$ cat src/rtl/assert_macros.svh
// Assertion macros shared by the RTL files that carry checks.
// No dependencies; include by bare file name.
`ifndef ASSERT_MACROS_SVH
`define ASSERT_MACROS_SVH

// Same-cycle implication, masked during reset.
`define ASSERT_IMPLIES(label, clk, rst, ante, cons) \
   label: assert property (@(posedge clk) disable iff (rst) (ante) |-> (cons)) \
      else $error("assertion failed");

// Next-cycle implication, masked during reset.
`define ASSERT_NEXT(label, clk, rst, ante, cons) \
   label: assert property (@(posedge clk) disable iff (rst) (ante) |=> (cons)) \
      else $error("assertion failed");

`endif

$ cat src/rtl/nla_ram.sv
// Generic single-write, single-read RAM with registered read data.
// No dependencies.
module nla_ram #(
   parameter int WIDTH     = 8,
   parameter int DEPTH     = 64,
   parameter int ADDR_BITS = (DEPTH > 1) ? $clog2(DEPTH) : 1
) (
   input  logic                 clock,
   input  logic                 we,
   input  logic [ADDR_BITS-1:0] waddr,
   input  logic [WIDTH-1:0]     wdata,
   input  logic                 re,
   input  logic [ADDR_BITS-1:0] raddr,
   output logic [WIDTH-1:0]     rdata
);

   logic [WIDTH-1:0] mem_ff [DEPTH];
   logic [WIDTH-1:0] rdata_ff;

   // Write port
   always_ff @(posedge clock) begin
      if (we) begin
         mem_ff[waddr] <= wdata;
      end
   end

   // Read port, data held until the next read
   always_ff @(posedge clock) begin
      if (re) begin
         rdata_ff <= mem_ff[raddr];
      end
   end

   assign rdata = rdata_ff;

endmodule

$ cat config.mk
export PLATFORM = sky130hd
export DESIGN_NAME = nla_ram
export DESIGN_NICKNAME = d
export VERILOG_FILES = /design/src/rtl/assert_macros.svh /design/src/rtl/nla_ram.sv
export SDC_FILE = /design/constraint.sdc
export NUM_CORES = 1
export LEC_CHECK = 0
export BUFFER_PORTS_ARGS = -buffer_cell sky130_fd_sc_hd__buf_4
export CAP_MARGIN = 20
export CORE_ASPECT_RATIO = 1.1
export CORE_MARGIN = 8
export CORE_UTILIZATION = 41
export DETAILED_ROUTE_END_ITERATION = 10
export PLACE_DENSITY_LB_ADDON = 0.15
export RECOVER_POWER = 50
export SLEW_MARGIN = 10
export SYNTH_ARGS = -nofsm -noshare
export SYNTH_HDL_FRONTEND = slang
export SYNTH_SLANG_ARGS = --single-unit
$ cat constraint.sdc
create_clock -name clock -period 2.5 [get_ports clock]
set_input_delay 0.5 -clock clock [delete_from_list [all_inputs] [get_ports clock]]
set_output_delay 0.5 -clock clock [all_outputs]
set_load 0.05 [all_outputs]
==> flow_summary.json, run 1 <==
{
  "drt_iter0_markers": 816,
  "grt.overflow.total": 0,
  "p_clk_share_pct": 40.6,
  "required_ns": 2.84,
  "worstSetupPathType": "in2reg",
  "powerDensity_mw_per_mm2": 762,
  "r2r-end": "rdata[0]",
  "synth_ff_type": "edfxtp_1",
  "synth_area_sq_mm": 0.0202,
  "whs_endpoint": "mem_ff[54][7]",
  "synth_area_leaders": "edfxtp_1 (77%), mux4_2 (14%), nor2_1 (1.5%), mux2i_1 (1.1%), mux2_2 (0.72%)",
  "synth_top_family_by_area": "multiplexers",
  "ys_seq_area_share_pct": 77.1,
  "ys_ff_latch": 520,
  "worst_slew_pin_slew_ns": 1.48,
  "critPathCaptureType": "register",
  "grt_pass1_vias": 10400,
  "leakage_nw": 7.64,
  "nFillCells": 4067,
  "yosysTopAreaCell": "edfxtp_1",
  "skew_ns": 0.0251,
  "insertion_delay_ns": 0.60,
  "grt_pass1_wl_mm": 70.9,
  "synth_top_area_share_pct": 77.1,
  "synth.most_common_cell": "edfxtp_1",
  "syn_nets": 963,
  "crit_buf_inv": 3,
  "p_int_mw": 14.2,
  "netlist_instances": 940,
  "pwr-share-seq_pct": 53.6,
  "grt_setup_unrepaired": "false",
  "antenna_found_initial": 0,
  "fin_setup_tns_ns": 0,
  "hold_start": "waddr[2]",
  "routed_wl_mm": 47.6,
  "first_pass_iters": 5,
  "core_sq_mm": 0.0489,
  "setup_viol": 0,
  "r2r-start": "mem_ff[47][0]",
  "drc": 0,
  "whs_ns": 0.380,
  "synth_edf_count": 520,
  "cts.sinks": 520,
  "crit_family": "multiplexers",
  "port_buffers": 30,
  "diodes": 0,
  "yosysWarnings": 0,
  "synth_fa_ha_area_share_pct": 0,
  "cts_buffers": 52,
  "die-height_um": 249,
  "critPathLaunchType": "primary input",
  "cts.repair.resized": 0,
  "hold_depth": 3,
  "synth_mux_area_share_pct": 15.9,
  "postCtsHoldBufs": 0,
  "synth-xor-area-share_pct": 0,
  "r2r_cells": 5,
  "rows": 85,
  "vias": 9763,
  "clk_path_buf_depth": 3,
  "nNetsFinal": 1134,
  "ir_drop_v": 0.000496,
  "die_area_sq_mm": 0.0568,
  "gp_congestion": 0.782,
  "p_sw_share_pct": 21.4,
  "drv_slew": 0,
  "clk_pin_slew_worst_paths_ns": 0.06,
  "path_max_fanout": 21,
  "async_flop_share_pct": 0,
  "hold_path_class": "in2reg",
  "multi_input_area_sq_mm": 0.00432,
  "drtAntennaViolNets": 0,
  "p_sw_mw": 3.87,
  "setup_slack_ns": 0.379,
  "dieWidth_um": 228,
  "max_stage_delay_ns": 0.55,
  "layout_min_cycle_time_ns": 2.12,
  "max_slew_margin_pct": 1.56,
  "synth_commonest_cells": "edfxtp_1 (520), mux4_2 (126), nor2_1 (83)",
  "dp_slack_ns": -0.309,
  "netlist-cell-type-count": 39,
  "maxCapViolations": 0,
  "wl_per_cell_um": 26.4,
  "grt_max_degree": 65,
  "fmax_mhz": 472,
  "final-seq-area_sq_mm": 0.0156,
  "synth-compound-area-share_pct": 2.06,
  "dp_hpwl_mm": 30.3,
  "cts.htree.levels": 2,
  "post_cts_buffers": 0,
  "start_util_pct": 41.4,
  "final_layout_size_suffix_gt1_share_pct": 32.4,
  "syn_to_final_growth_pct": 17.3,
  "fin_crit_sh_pct": 84.8,
  "comb_power_share_pct": 5.7,
  "vias_per_cell": 5.41,
  "track_usage_pct": 16.8,
  "cp_slowest_cell": "mux4_2",
  "status": "finished, final reports clean",
  "avgSynthCellArea_sq_um": 21.5,
  "cts_tree": "done",
  "crit_arrival_ns": 2.46,
  "cp_cell_sequence": "clkbuf_8 > buf_12 > buf_4 > mux4_2 > mux2i_1 > a21oi_1 > o21ai_0 > nand2_1",
  "p_total_mw": 18.1,
  "synth_simple_gate_area_share_pct": 3.37,
  "reg2reg_slack_ns": 0.39,
  "ioPinCount": 31,
  "finalHoldViolCount": 0,
  "root_buffer": "clkbuf_16"
}
==> worst register-to-register path, stage by stage (launching register included) <==
cell and delay (ns):
edfxtp_1 0.35, mux4_2 0.49, mux2_2 0.31, a221oi_1 0.49
buf_4 0.19, o2bb2ai_1 0.06
==> metal layers <==
layer | track usage [%] | vias up | part of all wire (%)
met5 | 0 | - | 0
met4 | 4.99 | 0 | 2.6
met3 | 2.92 | 71 | 4.5
met2 | 27.9 | 243 | 49
met1 | 22.7 | 5174 | 44
li1 | - | 4275 | -
==> power groups by stage <==
| stage | registers (mW) | logic [mW] | clock network [mW] |
|---|---|---|---|
| 5_1_grt | 9.71 | 1.11 | 7.81 |
| 3_5_place_dp | 9.88 | 1.07 | 0 |
| 2_1_floorplan | 9.91 | 0.515 | 0 |
| 4_1_cts | 9.69 | 1.07 | 7.53 |
| 3_3_place_gp | 9.88 | 1.06 | 0 |
| 6_report | 9.70 | 1.04 | 7.35 |
==> final cells by class <==
type | count | share of cell area (%)
clock inverters | 31 | 0.975
flip-flops and latches | 520 | 65.8
well taps | 652 | 3.44
multi-input cells | 369 | 18.2
clock buffers | 63 | 5.65
repair buffers | 168 | 6.00
==> sequential cells by signal, indices dropped and copies added (netlist names) <==
signal	flops
mem_ff	512
rdata	8
==> cell families (layout without fill, tap and decap cells) <==
group | count (synthesis) | in the layout
buf+inv | 51 | 262
compound gates | 54 | 54
simple gates | 153 | 153
mux | 162 | 162
flops | 520 | 520
==> placed cells by master, fill, tap and decap left out, types with 6 or more instances in the layout <==
cell	synthesis	final
nor3_1	7	7
buf_4	13	141
mux2i_1	23	23
nor2_1	83	83
o221ai_1	8	8
nand3_1	13	13
clkinv_1	0	16
mux2_2	13	13
mux4_2	126	126
nor2b_1	14	14
o22ai_1	8	8
clkbuf_2	0	8
a221oi_1	6	6
clkbuf_16	0	52
edfxtp_1	520	520
buf_12	2	15
clkinv_2	0	8
clkbuf_1	17	14
nand2_1	19	19
nand2b_1	7	7
==> worst max-delay path by stage <==
stage,slack [ns],to,startpoint,depth (start not counted)
after floorplan,0.19,rdata[3],raddr[1],7
after global placement,-0.26,rdata[1],raddr[1],6
after detailed placement,-0.31,rdata[7],raddr[0],8
after CTS,0.29,rdata[0],mem_ff[41][0],5
after global routing,0.27,rdata[0],mem_ff[43][0],5
final,0.38,rdata[7],raddr[0],8
==> through the flow <==
step | utilization, % | area, sq um | std cells
after detailed placement | 45.4 | 22200 | 1709
after floorplan | - | 20200 | 940
after global placement | 45.4 | 22200 | 1709
after CTS | 48.6 | 23800 | 1803
final | 48.5 | 23700 | 1803
after global routing | 48.5 | 23700 | 1803
Power figures use the tool's default switching activity.
==> run 2: changes to the inputs <==
Clock period 2.5 ns to 2.2 ns, I/O delays scaled along.
==> run 2 against run 1 <==
  * Clock power increased by 19%
  * Largest cell class unchanged
  * Die area unchanged
  * Hold slack got worse by 0.059 ns
  * Count of clock-buffer cells in the layout decreased by 2
  * Critical path depth decreased by 3
  * Setup slack got worse by 0.27 ns
  * Clock skew decreased by 0.0083 ns
==> flow_summary.json, run 2 (same netlist as run 1, synthesis figures left out) <==
{
  "status": "finished, final reports clean",
  "whs_ns": 0.321,
  "p_sw_mw": 4.37,
  "diodes": 0,
  "final_cells": 1825,
  "port_buffers": 30,
  "grtUsageMet2_pct": 26.4,
  "syn_to_final_growth_pct": 18.4,
  "p_clk_share_pct": 41.7,
  "r2r-start": "mem_ff[24][4]",
  "gp_congestion": 0.785,
  "cp_slowest_cell": "mux4_2",
  "p_sw_share_pct": 20.9,
  "setup_viol": 0,
  "max_slew_margin_pct": 5.31,
  "skew_ns": 0.0167,
  "nNetsFinal": 1155,
  "track_usage_pct": 16.8,
  "final_cell_mix": "edfxtp_1 (520), buf_4 (165), mux4_2 (126)",
  "die_area_sq_mm": 0.0568,
  "cts.htree.levels": 2,
  "cts_tree": "done",
  "wl_per_cell_um": 25.9,
  "insertion_delay_ns": 0.59,
  "finalHoldViolCount": 0,
  "die-height_um": 249,
  "fmax_mhz": 479,
  "maxCapViolations": 0,
  "drv_slew": 0,
  "largest_reg_flops": 512,
  "dp.cells": 1731,
  "final_layout_size_suffix_gt1_share_pct": 34.4,
  "ioPinCount": 31,
  "regMostFlops": "mem_ff",
  "final_common_cell": "edfxtp_1",
  "cp_cell_sequence": "mux4_2 > mux2_2 > o221a_2 > nor3_2 > o32ai_1",
  "fin_setup_tns_ns": 0,
  "vias": 9874,
  "grt_pass1_vias": 10200,
  "worst_slew_pin_slew_ns": 1.42,
  "vias_per_cell": 5.41,
  "path_max_fanout": 1,
  "core_sq_mm": 0.0489,
  "first_pass_iters": 4,
  "pwr-share-seq_pct": 52.7,
  "rows": 85,
  "required_ns": 2.53,
  "hold_path_class": "in2reg",
  "drt_iter0_markers": 973,
  "critPathLaunchType": "register",
  "grt_pass1_wl_mm": 70.9,
  "layout_min_cycle_time_ns": 2.09,
  "multi_input_area_sq_mm": 0.00433,
  "max_stage_delay_ns": 0.45,
  "dp_hpwl_mm": 30.6,
  "met3_usage_pct": 3.06,
  "worstSetupPathType": "reg2reg",
  "grt-busiest-layer": "met2",
  "clk_pin_slew_worst_paths_ns": 0.06,
  "grt_use_met1_pct": 23.9,
  "worstSetupStartpoint": "mem_ff[24][4]",
  "p_int_mw": 16.6,
  "grt_max_degree": 65,
  "comb_power_share_pct": 5.6,
  "nFillCells": 4027,
  "dieWidth_um": 228,
  "drtAntennaViolNets": 0,
  "powerDensity_mw_per_mm2": 873,
  "start_util_pct": 41.4,
  "drc": 0,
  "cts_buffers": 51,
  "fin_crit_sh_pct": 94.8,
  "leakage_nw": 7.77,
  "crit_arrival_ns": 2.42,
  "grt.overflow.total": 0,
  "root_buffer": "clkbuf_16",
  "ir_drop_v": 0.000522,
  "cts.sinks": 520,
  "critPathCaptureType": "register",
  "hold_start": "raddr[5]",
  "antenna_found_initial": 1,
  "clk_path_buf_depth": 3,
  "routed_wl_mm": 47.3,
  "final-seq-area_sq_mm": 0.0156,
  "p_total_mw": 20.9,
  "grt_setup_unrepaired": "false"
}
## run 2: cell count changes in the layout (fill, tap and decap cells not counted), moves of 2 or more
cell and delta:
nor3_2 +2, nor3_1 -2, buf_4 +24, clkinvlp_4 +3
bufinv_16 +3, clkinv_1 -6, clkinv_2 +5, buf_12 -4
inv_6 -2
## run 2: layout make-up
type | instances | share of cell area [%]
Clock buffer | 61 | 5.66
Timing Repair Buffer | 190 | 6.42
Clock inverter | 33 | 1.30
Sequential cell | 520 | 65.1
Multi-Input combinational cell | 369 | 18.1
Tap cell | 652 | 3.40
## run 2: worst max-delay path: cells and delay by family, from the launching register on
kind | cells | cell delay, ns
compound gates | 2 | 0.43
mux | 2 | 0.75
simple gates | 1 | 0.28
flops | 1 | 0.37
## run 2: stage by stage
stage / utilization, % / worst slack [ns] / area (sq um)
2_1_floorplan: - / 0.0135 / 20300
3_3_place_gp: 45.6 / -0.621 / 22300
3_5_place_dp: 45.6 / -0.658 / 22300
4_1_cts: 49.1 / 0.0905 / 24000
5_1_grt: 49.0 / 0.0219 / 24000
6_report: 49.0 / 0.113 / 24000
## run 2: final timing paths
kind	to	slack, ns	depth (start not counted)
worst max register to register	rdata[4]	0.11	5
worst min-delay path	rdata[1]	0.32	3
worst min register to register	rdata[6]	0.95	3
worst max-delay path	rdata[4]	0.11	5
## run 2: repair_timing
item / CTS / global route
buffers inserted: 0 / 0
endpoints found under the setup margin: 3 / 0
resized for setup: 3 / 0
hold buffers: 0 / 0
## run 2: layer usage
layer | vias up | wire (um)
li1 | 4325 | -
met1 | 5251 | 21600
met2 | 224 | 22500
met3 | 72 | 2250
met4 | 2 | 988
met5 | - | 13
## run 2: power by group through the flow
stage	sequential [mW]	combinational [mW]	clock, mW
after floorplan	11.3	0.586	0
after global placement	11.2	1.20	0
after detailed placement	11.2	1.21	0
after CTS	11.0	1.22	8.94
after global routing	11.0	1.27	9.30
final	11.0	1.18	8.73
==> run 3: changes to the inputs <==
Settings changed: REMOVE_ABC_BUFFERS set to 1.
==> run 3 against run 2 <==
  * Cell count shrank 0.38%
  * Critical endpoint is now rdata[6]
  * Non-clock buffer count shrank 3
  * Hold slack lost 0.0020 ns
  * Via count about the same
  * Sequential power is essentially flat
  * Sequential cell count stayed put
  * Setup slack got worse by 0.043 ns
  * First-iteration DRC count is 28% lower
  * Critical path type unchanged
==> flow_summary.json, run 3 (same netlist as run 1, synthesis figures left out) <==
{
  "worstSetupStartpoint": "mem_ff[29][6]",
  "rows": 85,
  "critPathCaptureType": "register",
  "nFillCells": 4016,
  "worst_slew_pin_slew_ns": 1.48,
  "hold_path_class": "in2reg",
  "max_stage_delay_ns": 0.48,
  "setup_slack_ns": 0.0705,
  "syn_to_final_growth_pct": 17.9,
  "fin_setup_tns_ns": 0,
  "gp_congestion": 0.799,
  "cp_cell_sequence": "mux4_2 > mux2_2 > o221a_2 > nor3_4 > buf_4 > o32ai_1",
  "r2r_cells": 6,
  "port_buffers": 30,
  "layout_min_cycle_time_ns": 2.13,
  "fin_crit_sh_pct": 96.8,
  "ir_drop_v": 0.000521,
  "powerDensity_mw_per_mm2": 863,
  "r2r-end": "rdata[6]",
  "grt_max_degree": 65,
  "vias": 9879,
  "die-height_um": 249,
  "ioPinCount": 31,
  "nNetsFinal": 1153,
  "multi_input_area_sq_mm": 0.00433,
  "insertion_delay_ns": 0.58,
  "required_ns": 2.51,
  "finalHoldViolCount": 0,
  "clk_path_buf_depth": 3,
  "dp.cells": 1728,
  "reg2reg_slack_ns": 0.07,
  "dp_hpwl_mm": 29.9,
  "largest_reg_flops": 512,
  "cts_buffers": 52,
  "drtAntennaViolNets": 0,
  "final_core_util_pct": 48.8,
  "first_pass_iters": 5,
  "routed_wl_mm": 46.7,
  "grt.overflow.total": 0,
  "final_common_cell": "edfxtp_1",
  "p_total_mw": 20.6,
  "drc": 0,
  "grt_pass1_vias": 10200,
  "vias_per_cell": 5.43,
  "regMostFlops": "mem_ff",
  "dp_slack_ns": -0.679,
  "core_sq_mm": 0.0489,
  "diodes": 0,
  "grt_pass1_wl_mm": 68.6,
  "final_cell_mix": "edfxtp_1 (520), buf_4 (164), mux4_2 (126)",
  "cp_slowest_cell": "mux4_2",
  "max_slew_margin_pct": 1.46,
  "antenna_found_initial": 0,
  "grt_setup_unrepaired": "false",
  "dieWidth_um": 228,
  "status": "finished, final reports clean",
  "leakage_nw": 7.74,
  "crit_arrival_ns": 2.44,
  "final_layout_size_suffix_gt1_share_pct": 34.0,
  "track_usage_pct": 16.3,
  "cts_tree": "done",
  "start_util_pct": 41.4,
  "final_cells": 1818,
  "root_buffer": "clkbuf_16",
  "final-seq-area_sq_mm": 0.0156,
  "clk_pin_slew_worst_paths_ns": 0.06,
  "fmax_mhz": 470,
  "endpoint": "rdata[6]",
  "setup_viol": 0,
  "skew_ns": 0.0119,
  "die_area_sq_mm": 0.0568,
  "wl_per_cell_um": 25.7,
  "r2r-start": "mem_ff[29][6]",
  "maxCapViolations": 0,
  "drt_iter0_markers": 702,
  "drv_slew": 0,
  "path_max_fanout": 1,
  "critPathLaunchType": "register",
  "cts.htree.levels": 2,
  "worstSetupPathType": "reg2reg",
  "cts.sinks": 520
}
==> run 3: changes by cell type in the layout (fill, tap and decap cells not counted), sizes merged <==
cell          before  now
bufinv             6    4
buf              176  175
clkinv            23   24
clkinvlp           4    0
dlymetal6s4s       1    0
==> run 3: area by class of cell <==
type / instances / area share, %
Tap cell: 652 / 3.42
Clock buffer: 62 / 5.70
Timing Repair Buffer: 187 / 6.35
Multi-Input combinational cell: 369 / 18.1
Clock inverter: 28 / 0.975
Sequential cell: 520 / 65.4
==> run 3: critical path: cells and delay by family (launching register included) <==
family,cells,cell delay (ns)
muxes,2,0.79
DFF,1,0.37
and+or+nand+nor,1,0.18
buffers and inverters,1,0.14
AOI/OAI and AO/OA,2,0.38
==> run 3: per-layer routing <==
layer | share of wire (%) | routed length, um | vias up | GRT usage [%]
met5 | 0 | 0 | - | 0
met4 | 2.4 | 1120 | 0 | 5.26
li1 | - | - | 4308 | -
met1 | 45 | 20900 | 5299 | 22.6
met2 | 49 | 22800 | 211 | 26.6
met3 | 4.2 | 1940 | 61 | 2.23
==> run 3: power by group <==
part	switching, mW	leakage (nW)	internal [mW]
Sequential	0.0297	4.69	11.0
Clock	3.54	0.786	4.84
Combinational	0.701	2.26	0.490
Total	4.27	7.74	16.3
==> run 3: repair_timing <==
item	in CTS	in global routing
resized for setup	3	0
hold buffers	0	0
setup buffers	0	0
endpoints found under the setup margin	1	0
endpoints found under the hold margin	0	0
==> run 3: how the worst min path moves through the flow <==
stage / slack, ns / to / cells past startpoint / from
after floorplan: 0.54 / mem_ff[0][0] / 0 / wdata[0]
after global placement: 0.77 / rdata[4] / 1 / re
after detailed placement: 0.77 / rdata[6] / 1 / re
after CTS: 0.14 / rdata[4] / 1 / re
after global routing: 0.31 / rdata[5] / 2 / raddr[5]
final: 0.32 / rdata[3] / 2 / raddr[5]
==> run 3: through the flow <==
stage	hold WS, ns	cell area (sq um)
floorplan	0.539	19900
global placement	0.765	22300
detailed placement	0.766	22300
CTS	0.140	23900
global route	0.313	23900
finish	0.319	23900
